<file path="src/rtl/core/rbd_pkg.sv">
// ----------------------------------------------------------------------------
// rbd_pkg: shared constants, types and functions of the 2x2 RGB555 downscaler
// Frame geometry, counter widths, the per-channel average and the item
// record passed from the input stage to the output stage.
// ----------------------------------------------------------------------------
package rbd_pkg;

    localparam int SRC_WIDTH   = 256;
    localparam int SRC_HEIGHT  = 224;
    localparam int PIX_W       = 16;
    localparam int STORE_DEPTH = SRC_WIDTH / 2;

    localparam int COL_W  = $clog2(SRC_WIDTH);
    localparam int ROW_W  = $clog2(SRC_HEIGHT);
    localparam int SLOT_W = $clog2(STORE_DEPTH);

    // thumbnail pixels per frame, for the checker's output count
    localparam int THUMB_COUNT = (SRC_WIDTH / 2) * (SRC_HEIGHT / 2);
    localparam int THUMB_W     = $clog2(THUMB_COUNT + 1);

    localparam logic [COL_W-1:0] COL_END  = COL_W'(SRC_WIDTH - 1);
    localparam logic [ROW_W-1:0] ROW_END  = ROW_W'(SRC_HEIGHT - 1);
    localparam logic [COL_W-1:0] COL_LAST = COL_W'((SRC_WIDTH & ~1) - 1);
    localparam logic [ROW_W-1:0] ROW_LAST = ROW_W'((SRC_HEIGHT & ~1) - 1);
    localparam logic [THUMB_W-1:0] THUMB_LAST = THUMB_W'(THUMB_COUNT - 1);

    localparam logic [PIX_W-1:0] CHANNEL_MASK = 16'h7bde;

    typedef logic [PIX_W-1:0] pix_t;

    // item handed from the input stage to the output stage
    typedef struct packed {
        logic valid;
        pix_t pair;
        logic last;
    } issue_t;

    // floor of the per-channel mean of two RGB555 pixels; bit 15 becomes AND
    function automatic pix_t mean555(input pix_t a, input pix_t b);
        pix_t half_diff;
        half_diff = ((a ^ b) & CHANNEL_MASK) >> 1;
        return (a & b) + half_diff;
    endfunction

endpackage

</file>
<file path="src/rtl/core/rbd_ram.sv">
// ----------------------------------------------------------------------------
// rbd_ram: generic simple dual-port RAM
// One write port, one read port with enable and registered read data.
// ----------------------------------------------------------------------------
module rbd_ram #(
    parameter int WIDTH = 16,
    parameter int DEPTH = 128
) (
    input  logic                     clk,
    input  logic                     wr_en,
    input  logic [$clog2(DEPTH)-1:0] wr_addr,
    input  logic [WIDTH-1:0]         wr_data,
    input  logic                     rd_en,
    input  logic [$clog2(DEPTH)-1:0] rd_addr,
    output logic [WIDTH-1:0]         rd_data
);

    logic [WIDTH-1:0] mem [DEPTH];
    logic [WIDTH-1:0] rd_data_reg;

    always_ff @(posedge clk)
    begin
        if (wr_en)
        begin
            mem[wr_addr] <= wr_data;
        end
        if (rd_en)
        begin
            rd_data_reg <= mem[rd_addr];
        end
    end

    assign rd_data = rd_data_reg;

endmodule

</file>
<file path="src/rtl/core/rbd_front.sv">
// ----------------------------------------------------------------------------
// rbd_front: input stage of the downscaler
// Tracks column and row, holds the first pixel of each pair, averages the
// pair, writes it to the line store on even rows or reads the line store
// and issues an item to the output stage on odd rows.
// ----------------------------------------------------------------------------
module rbd_front (
    input  logic                        clk,
    input  logic                        rst_n,
    input  logic                        accept,
    input  rbd_pkg::pix_t               pixel,
    output logic                        wr_en,
    output logic                        rd_en,
    output logic [rbd_pkg::SLOT_W-1:0]  slot,
    output rbd_pkg::pix_t               pair,
    output rbd_pkg::issue_t             issue
);

    logic [rbd_pkg::COL_W-1:0] col_reg, col_next;
    logic [rbd_pkg::ROW_W-1:0] row_reg, row_next;
    rbd_pkg::pix_t             held_reg, held_next;
    logic [rbd_pkg::COL_W-1:0] col_half;

    always_ff @(posedge clk or negedge rst_n)
    begin
        if (!rst_n)
        begin
            col_reg  <= '0;
            row_reg  <= '0;
            held_reg <= '0;
        end
        else
        begin
            col_reg  <= col_next;
            row_reg  <= row_next;
            held_reg <= held_next;
        end
    end

    always_comb
    begin
        col_next  = col_reg;
        row_next  = row_reg;
        held_next = held_reg;
        if (accept)
        begin
            if (!col_reg[0])
            begin
                held_next = pixel;
            end
            if (col_reg == rbd_pkg::COL_END)
            begin
                col_next = '0;
                row_next = (row_reg == rbd_pkg::ROW_END) ? '0 : row_reg + 1'b1;
            end
            else
            begin
                col_next = col_reg + 1'b1;
            end
        end
    end

    assign col_half = col_reg >> 1;
    assign slot     = col_half[rbd_pkg::SLOT_W-1:0];
    assign pair     = rbd_pkg::mean555(held_reg, pixel);

    // even rows store the pair average, odd rows fetch the row above
    assign wr_en = accept && col_reg[0] && !row_reg[0];
    assign rd_en = accept && col_reg[0] && row_reg[0];

    always_comb
    begin
        issue.valid = rd_en;
        issue.pair  = pair;
        issue.last  = (row_reg == rbd_pkg::ROW_LAST) && (col_reg == rbd_pkg::COL_LAST);
    end

endmodule

</file>
<file path="src/rtl/core/rbd_back.sv">
// ----------------------------------------------------------------------------
// rbd_back: output stage of the downscaler
// Holds each item in a read stage for the line store read, then averages
// the stored value with the pair average into the output register.
// ----------------------------------------------------------------------------
module rbd_back (
    input  logic            clk,
    input  logic            rst_n,
    input  rbd_pkg::issue_t issue,
    input  rbd_pkg::pix_t   rd_data,
    output logic            take_ok,
    output logic            thumb_valid,
    input  logic            thumb_ready,
    output rbd_pkg::pix_t   thumb_pixel,
    output logic            frame_last
);

    logic          s1_valid_reg, s1_valid_next;
    rbd_pkg::pix_t s1_pair_reg;
    logic          s1_last_reg;
    logic          out_valid_reg, out_valid_next;
    rbd_pkg::pix_t out_pixel_reg;
    logic          out_last_reg;
    logic          out_take;

    assign out_take = !out_valid_reg || thumb_ready;
    assign take_ok  = !s1_valid_reg || out_take;

    always_comb
    begin
        s1_valid_next  = s1_valid_reg;
        out_valid_next = out_valid_reg;
        if (out_take)
        begin
            out_valid_next = s1_valid_reg;
            s1_valid_next  = 1'b0;
        end
        if (issue.valid)
        begin
            s1_valid_next = 1'b1;
        end
    end

    always_ff @(posedge clk or negedge rst_n)
    begin
        if (!rst_n)
        begin
            s1_valid_reg  <= 1'b0;
            out_valid_reg <= 1'b0;
        end
        else
        begin
            s1_valid_reg  <= s1_valid_next;
            out_valid_reg <= out_valid_next;
        end
    end

    always_ff @(posedge clk)
    begin
        if (issue.valid)
        begin
            s1_pair_reg <= issue.pair;
            s1_last_reg <= issue.last;
        end
        if (out_take && s1_valid_reg)
        begin
            out_pixel_reg <= rbd_pkg::mean555(rd_data, s1_pair_reg);
            out_last_reg  <= s1_last_reg;
        end
    end

    assign thumb_valid = out_valid_reg;
    assign thumb_pixel = out_pixel_reg;
    assign frame_last  = out_last_reg;

endmodule

</file>
<file path="src/rtl/core/rgb555_box_downscale_2x2.sv">
// ----------------------------------------------------------------------------
// rgb555_box_downscale_2x2: 2x2 box downscaler for an RGB555 pixel stream
// Halves a row-major frame in both directions; each thumbnail pixel is the
// per-channel floor mean of the floored pair averages of a 2x2 source block.
// ----------------------------------------------------------------------------
//
//  channel | handshake                  | payload
//  --------+----------------------------+---------------------------
//  source  | pixel_valid / pixel_ready  | pixel[15:0]
//  thumb   | thumb_valid / thumb_ready  | thumb_pixel[15:0], frame_last
//
//  One source item per clock, sustained while pixel_ready is high. A thumbnail
//  item for the source item that completes its 2x2 block passes through the
//  registered line store read and then the output register.
//  Reset clears the column/row counters, the held pixel and both valid flags;
//  the line store is not cleared, every odd row reads what the even row above
//  wrote.
//  A stall on thumb_ready drops pixel_ready only once both the read stage and
//  the output register hold an item.
//
module rgb555_box_downscale_2x2 (
    input  logic          clk,
    input  logic          rst_n,
    input  logic          pixel_valid,
    output logic          pixel_ready,
    input  logic [15:0]   pixel,
    output logic          thumb_valid,
    input  logic          thumb_ready,
    output logic [15:0]   thumb_pixel,
    output logic          frame_last
);

    logic                       accept;
    logic                       wr_en;
    logic                       rd_en;
    logic [rbd_pkg::SLOT_W-1:0] slot;
    rbd_pkg::pix_t              pair;
    rbd_pkg::pix_t              rd_data;
    rbd_pkg::issue_t            issue;
    logic                       take_ok;

    assign pixel_ready = take_ok;
    assign accept      = pixel_valid && take_ok;

    // counters, pair average, line store control
    rbd_front u_front (
        .clk    (clk),
        .rst_n  (rst_n),
        .accept (accept),
        .pixel  (pixel),
        .wr_en  (wr_en),
        .rd_en  (rd_en),
        .slot   (slot),
        .pair   (pair),
        .issue  (issue)
    );

    // one row of pair averages; read enable freezes the data during stalls
    rbd_ram #(
        .WIDTH (rbd_pkg::PIX_W),
        .DEPTH (rbd_pkg::STORE_DEPTH)
    ) u_line_store (
        .clk     (clk),
        .wr_en   (wr_en),
        .wr_addr (slot),
        .wr_data (pair),
        .rd_en   (rd_en),
        .rd_addr (slot),
        .rd_data (rd_data)
    );

    // vertical average and output register
    rbd_back u_back (
        .clk         (clk),
        .rst_n       (rst_n),
        .issue       (issue),
        .rd_data     (rd_data),
        .take_ok     (take_ok),
        .thumb_valid (thumb_valid),
        .thumb_ready (thumb_ready),
        .thumb_pixel (thumb_pixel),
        .frame_last  (frame_last)
    );

endmodule

</file>
<file path="config.mk">
export PLATFORM = sky130hd
export DESIGN_NAME = rgb555_box_downscale_2x2
export DESIGN_NICKNAME = d
export VERILOG_FILES = /design/src/rtl/core/rbd_pkg.sv /design/src/rtl/core/rbd_ram.sv /design/src/rtl/core/rbd_front.sv /design/src/rtl/core/rbd_back.sv /design/src/rtl/core/rgb555_box_downscale_2x2.sv
export SDC_FILE = /design/constraint.sdc
export NUM_CORES = 2
export LEC_CHECK = 0
export BUFFER_PORTS_ARGS = -buffer_cell sky130_fd_sc_hd__buf_2
export CORE_ASPECT_RATIO = 1.75
export CORE_MARGIN = 5
export CORE_UTILIZATION = 55
export CTS_BUF_LIST = sky130_fd_sc_hd__clkbuf_2 sky130_fd_sc_hd__clkbuf_4 sky130_fd_sc_hd__clkbuf_8
export CTS_CLUSTER_DIAMETER = 30
export DETAILED_ROUTE_END_ITERATION = 8
export PLACE_DENSITY = 0.74
export SLEW_MARGIN = 20
export SYNTH_ARGS = -nofsm -noshare
export SYNTH_HDL_FRONTEND = slang
export SYNTH_SLANG_ARGS = --single-unit
</file>
<file path="constraint.sdc">
create_clock -name clk -period 7.64 [get_ports clk]
set_input_delay 1.528 -clock clk [delete_from_list [all_inputs] [get_ports clk]]
set_output_delay 1.528 -clock clk [all_outputs]
set_load 0.03 [all_outputs]
</file>
# Yosys cells after proc, flatten, opt, wreduce, memory -nomap -nowiden
# Memory sizes are Yosys's and may differ from the RTL's. A register that Yosys moved wholly into a read port is not among the register bits.
# Index checks and enable logic that the tools add are counted.
[word_totals] reg_bits=68 ramBits=2048 wordCells=41 mem_count=1
[classes] addsub=4 eq_ne=2 mux=6 bitwise=5 n_reduce_logical=14
[mem_list] memory="u_line_store.mem" depth=128 word_bits=16 rd=1 rd_clocked_by_memory_dff=1 write_ports=1 line_no="rbd_ram.sv:18" text="logic [WIDTH-1:0] mem [DEPTH];"
[op_table] operator="$add 16x14->16" n=2
[op_table] operator="$and 16x16->16" n=2
[op_table] operator="$xor 15x15->15" n=2
[op_table] operator="$add 8x1->8 const B" n=2
[op_table] operator="$eq 8x8->1 const B" n=2
[op_table] operator="$mux 8" n=2
[op_table] operator="$logic_and 1x1->1" n=6
[op_table] operator="$mux 1" n=4
[op_table] operator="$reduce_and 2->1" n=2
[op_table] operator="$logic_not 1->1" n=3
[op_table] operator="$logic_or 1x1->1" n=2
[op_table] operator="$reduce_bool 2->1" n=1
[op_table] operator="$not 1->1" n=1

# Longest topological paths before layout
[depth] depth_word=8 ltp_mapped=11 mapped_depth_nobuf=9

# Modules after synthesis
# Synthesis repeated with hierarchy kept, for this count alone.
[hier_totals] hier_cells=3492 hier_area_um2=83172.3
[by_module_without_submodules] mod="rbd_ram" n_inst=1 cells_per_inst=3086 area_per_inst_um2=78683.0 seq_area_each_um2=61979.4
[by_module_without_submodules] mod="rbd_front" n_inst=1 cells_per_inst=247 area_per_inst_um2=2471.1 seq_area_each_um2=800.8
[by_module_without_submodules] mod="rbd_back" n_inst=1 cells_per_inst=158 area_per_inst_um2=2011.9 seq_area_each_um2=1071.0
[by_module_without_submodules] mod="rgb555_box_downscale_2x2" n_inst=1 cells_per_inst=1 area_per_inst_um2=6.3 seq_area_each_um2=0.0

# Worst setup path after synthesis
# OpenSTA, ideal clock, no wires.
[synth_path] kind="input to register" from="in pixel[1]" to="reg u_back.s1_pair_reg[8] (data pin)" setup_time_ns=0.898 t_arrival_ns=6.701 t_required_ns=6.742 setup_slack_ns=0.041 cell_stages=8 path_cell_list="ha_1 ha_1 fa_1 a21o_1 a21oi_1 nor2_1 o31a_1 a21oi_1"
[synth_lines] element="start: declaration" line_no="rgb555_box_downscale_2x2.sv:26" text="input logic [15:0] pixel,"
[synth_lines] element="end signal: assignment" line_no="rbd_back.sv:62" text="s1_pair_reg <= issue.pair;"
[synth_lines] element="end: declaration" line_no="rbd_back.sv:19" text="rbd_pkg::pix_t s1_pair_reg;"

==> reports/results.txt <==
The run finished with clean final reports. The height of the chip was 524.5 µm. Averaged over all synthesized cells, the footprint is 19.98 µm². Total wirelength of the detailed-routed design: 199.6 mm. The first global-routing pass estimated 290.0 mm of wire. Broken down by cell family, the worst path's largest delay share belongs to compound AO/OA/AOI/OAI gates. The mapped netlist covers 83,200 µm².

Pin count of the biggest net entering global routing: 130. IR analysis of the VDD net gives a maximum drop of 0.3886 mV. The tool flagged a number of max-cap violations equal to 0. The die covers 159,500 µm².

The final max-slew violation count was 0. TritonCTS created 298 clock buffers. Maximum fanout count along the critical path: 57. The required time of the worst setup path was 8.21 ns; the buffers inserted during post-CTS setup optimization was 0. The worst pin sits at a relative slew slack of 15.81%. The number of search-and-repair iterations in the first detailed-routing pass is 6, and the count of vias placed by the detailed router is 42.21k. In the final routed layout, each cell accounts on average for 29.84 µm.

During I/O placement, the number of pins put on the boundary was 39. Summed over all nets, the half-perimeter wirelength after detailed placement is 118.7 mm. The initial utilization of the core area, before any placement, comes to 55.35%. The number of global-route vias before repair is 43.52k, and the number of clock sinks is 2,132.

The clock reaches the later pin of the worst-skew pair after 0.90 ns. Dividing total power by cell area gives a power density of 352.2 nW/µm². The number of hold violations in the final report was 0; the total grt overflow was 0. The count of unresolved DRC violations after routing is 0, and the combinational share of power is 27.6%. For this design, the CTS-stage hold fixing added 0 buffers. Synthesis inferred 2,132 register bits.

The sum of buffers and inverters on the critical path was 2; the flip-flop count of the largest register, all copies and words added was 2,048. For the worst setup path, the data arrival time is 5.21 ns. Traced cell by cell, the critical path runs through buf_2, ha_1, ha_4, fa_4, a21o_1, a21oi_1, nor2_1, o31ai_1, a31oi_1, xor2_4, buf_4. The proportion of layout cells with a drive suffix above 1 came out at 23.19%. At the end of routability-driven placement, the weighted congestion stood at 0.9156.

Among all stages on the critical path, the largest delay is contributed by sky130_fd_sc_hd__xor2_4. The portion of the clock cycle consumed by the worst path in the final layout came out at 60.74%. The run gives 4,237 as the net count after synthesis. The timing-limited maximum frequency was 215.5 MHz. During placement, the flow inserted port buffers numbering 38.

The sequential group share of total power was 46.0%; the worst stage delay on the critical path was 0.57 ns. The die outline width is 304.0 µm. The post-route clock skew is 0.07233 ns. The number of synthesized flops with an enable pin came out at 2,098. The tightest min-delay check is of the flip-flop to flip-flop type. The run gives 76.75% as the portion of the post-synthesis area used by sequential elements. TritonCTS built the clock tree. At the pin with the least slew margin, the transition time is 1.260 ns.

The number of distinct library cells after synthesis is 53. Setup repair after global routing left no endpoint under its margin. For this run, the leading register cell type out of synthesis is sky130_fd_sc_hd__edfxtp_1. The buffer type at the clock tree root was sky130_fd_sc_hd__clkbuf_8. The run gives 0 as the setup violation total in the final timing report. The worst setup path is launched from an input port. The core region is 150,300 µm². The initial DRC count is 4,404, and the Yosys warning count is 0. Cell internal power was estimated by the tool at 22.29 mW. The initialized floorplan defines 188 standard-cell rows.

The cell count after synthesis came out at 4,165. The CTS clock-pin slew for the worst setup and hold paths was 0.06 ns. The number of nets with antenna violations after detailed routing is 0. For this run, asynchronously set or reset flops after synthesis account for 1.595%. The maximum level of the CTS H-tree is 5. After routing, the total negative slack on setup checks comes to 0 ns. u_line_store.mem holds more flip-flops than any other register. The tools report the static leakage as 30.26 nW. The tools report the maximum clock insertion buffer count as 4.

The number of antenna violations at the first check in global routing is 4. In this run switching power makes up 31.59% of total power. Global-route usage over all layers: 24.66%. After the last flow step, the layout net total stands at 4,551. The vias per cell is 6.312, and the total power consumption of the routed design is 32.59 mW. The critical path capture point type was a flip-flop. The relative area change from synthesis to final layout was 11.20%; the part of the power in the clock network was 26.4%.

The worst setup path is of the input port to flip-flop kind. The worst path needs 4.641 ns of the cycle, external delays included. The count of cells resized by post-cts repair was 0; the net switching power figure was 10.29 mW.
worst reg2reg max path: stages (launching register included):
cell and delay [ns]:
sky130_fd_sc_hd__dfrtp_4 0.76, sky130_fd_sc_hd__buf_12 0.67, sky130_fd_sc_hd__mux4_2 0.76, sky130_fd_sc_hd__a22oi_1 0.57, sky130_fd_sc_hd__nand4_1 0.48, sky130_fd_sc_hd__a2111oi_2 0.72, sky130_fd_sc_hd__nand3_1 0.14
power groups by stage:
stage,combinational [mW],sequential [mW],clock [mW]
4_1_cts,9.02,15.0,8.75
3_3_place_gp,8.76,15.2,0
6_report,9.00,15.0,8.61
3_5_place_dp,9.01,15.2,0
2_1_floorplan,5.73,15.4,0
5_1_grt,9.47,15.0,9.32
per-stage QoR:
stage	cell area (µm²)	util, %	worst slack (ns)	hold WS, ns	std cells
floorplan	83200	-	0.04115	0.4003	4165
global placement	86670	57.66	2.251	0.4211	6169
detailed placement	86700	57.68	2.139	0.4219	6171
CTS	92430	61.49	3.060	0.4398	6683
global route	92510	61.55	2.834	0.4592	6688
finish	92510	61.55	2.999	0.4392	6688
routing by layer:
layer  up-vias  part of all wire, %  GRT usage (%)
met5         -                    0              0
met4         0                  6.5          14.02
met3       472                  7.9          4.732
met2      2110                   52          42.89
met1     21890                   33          28.86
li1      17750                    -              -
cells by family after synthesis:
family	share of synthesized area (%)
compound gates	3.695
flops	76.75
fa+ha+maj	0.8001
simple gates	2.904
xor+xnor	0.3263
mux	14.15
buf+inv	1.379
layout make-up:
type / instances / area [µm²]
clock buffers: 375 / 4736
flip-flops and latches: 2132 / 63860
fillers: 10170 / 57800
multi-input cells: 1796 / 18460
well taps: 1995 / 2496
clock inverters: 137 / 988.4
repair buffers: 242 / 1928
inverters: 9 / 33.78
diodes: 2 / 5.005
final timing paths:
kind,from,endpoint,slack [ns],cells past startpoint
setup / recovery,pixel[1],u_line_store.mem[39][14],3.00,11
hold / removal,u_back.s1_last_reg,u_back.frame_last,0.44,0
setup reg to reg,u_front.col_reg[1],u_line_store.rd_data[3],3.29,6
hold reg to reg,u_back.s1_last_reg,u_back.frame_last,0.44,0
max in group asynchronous,rst_n,u_front.col_reg[3],6.28,1
min in group asynchronous,rst_n,u_front.row_reg[4],0.75,1
synthesized netlist by cell type (all sizes together), types with 27 or more instances:
master | instances | area share (%)
nand3 | 97 | 0.58
a21oi | 27 | 0.16
a211oi | 37 | 0.33
nand4 | 37 | 0.29
edfxtp | 2098 | 76
dfrtp | 34 | 1.0
o21ai | 48 | 0.29
mux4 | 336 | 9.1
buf | 132 | 0.91
nand2 | 189 | 0.85
clkbuf | 96 | 0.43
mux2i | 401 | 4.8
a22oi | 240 | 2.2
ha | 50 | 0.75
nor2 | 151 | 0.68
cells in the final DEF, fill, tap and decap left out, types with 49 or more instances in the layout:
master                     instances
sky130_fd_sc_hd__a22oi_1         240
sky130_fd_sc_hd__nand2_1         189
sky130_fd_sc_hd__mux4_2          336
sky130_fd_sc_hd__nand3_1          97
sky130_fd_sc_hd__clkinv_1         70
sky130_fd_sc_hd__clkbuf_4         68
sky130_fd_sc_hd__edfxtp_1       2098
sky130_fd_sc_hd__mux2i_1         401
sky130_fd_sc_hd__clkbuf_8        307
sky130_fd_sc_hd__buf_4           188
sky130_fd_sc_hd__ha_1             49
sky130_fd_sc_hd__nor2_1          145
No activity file was read; power rests on OpenSTA's default activity.
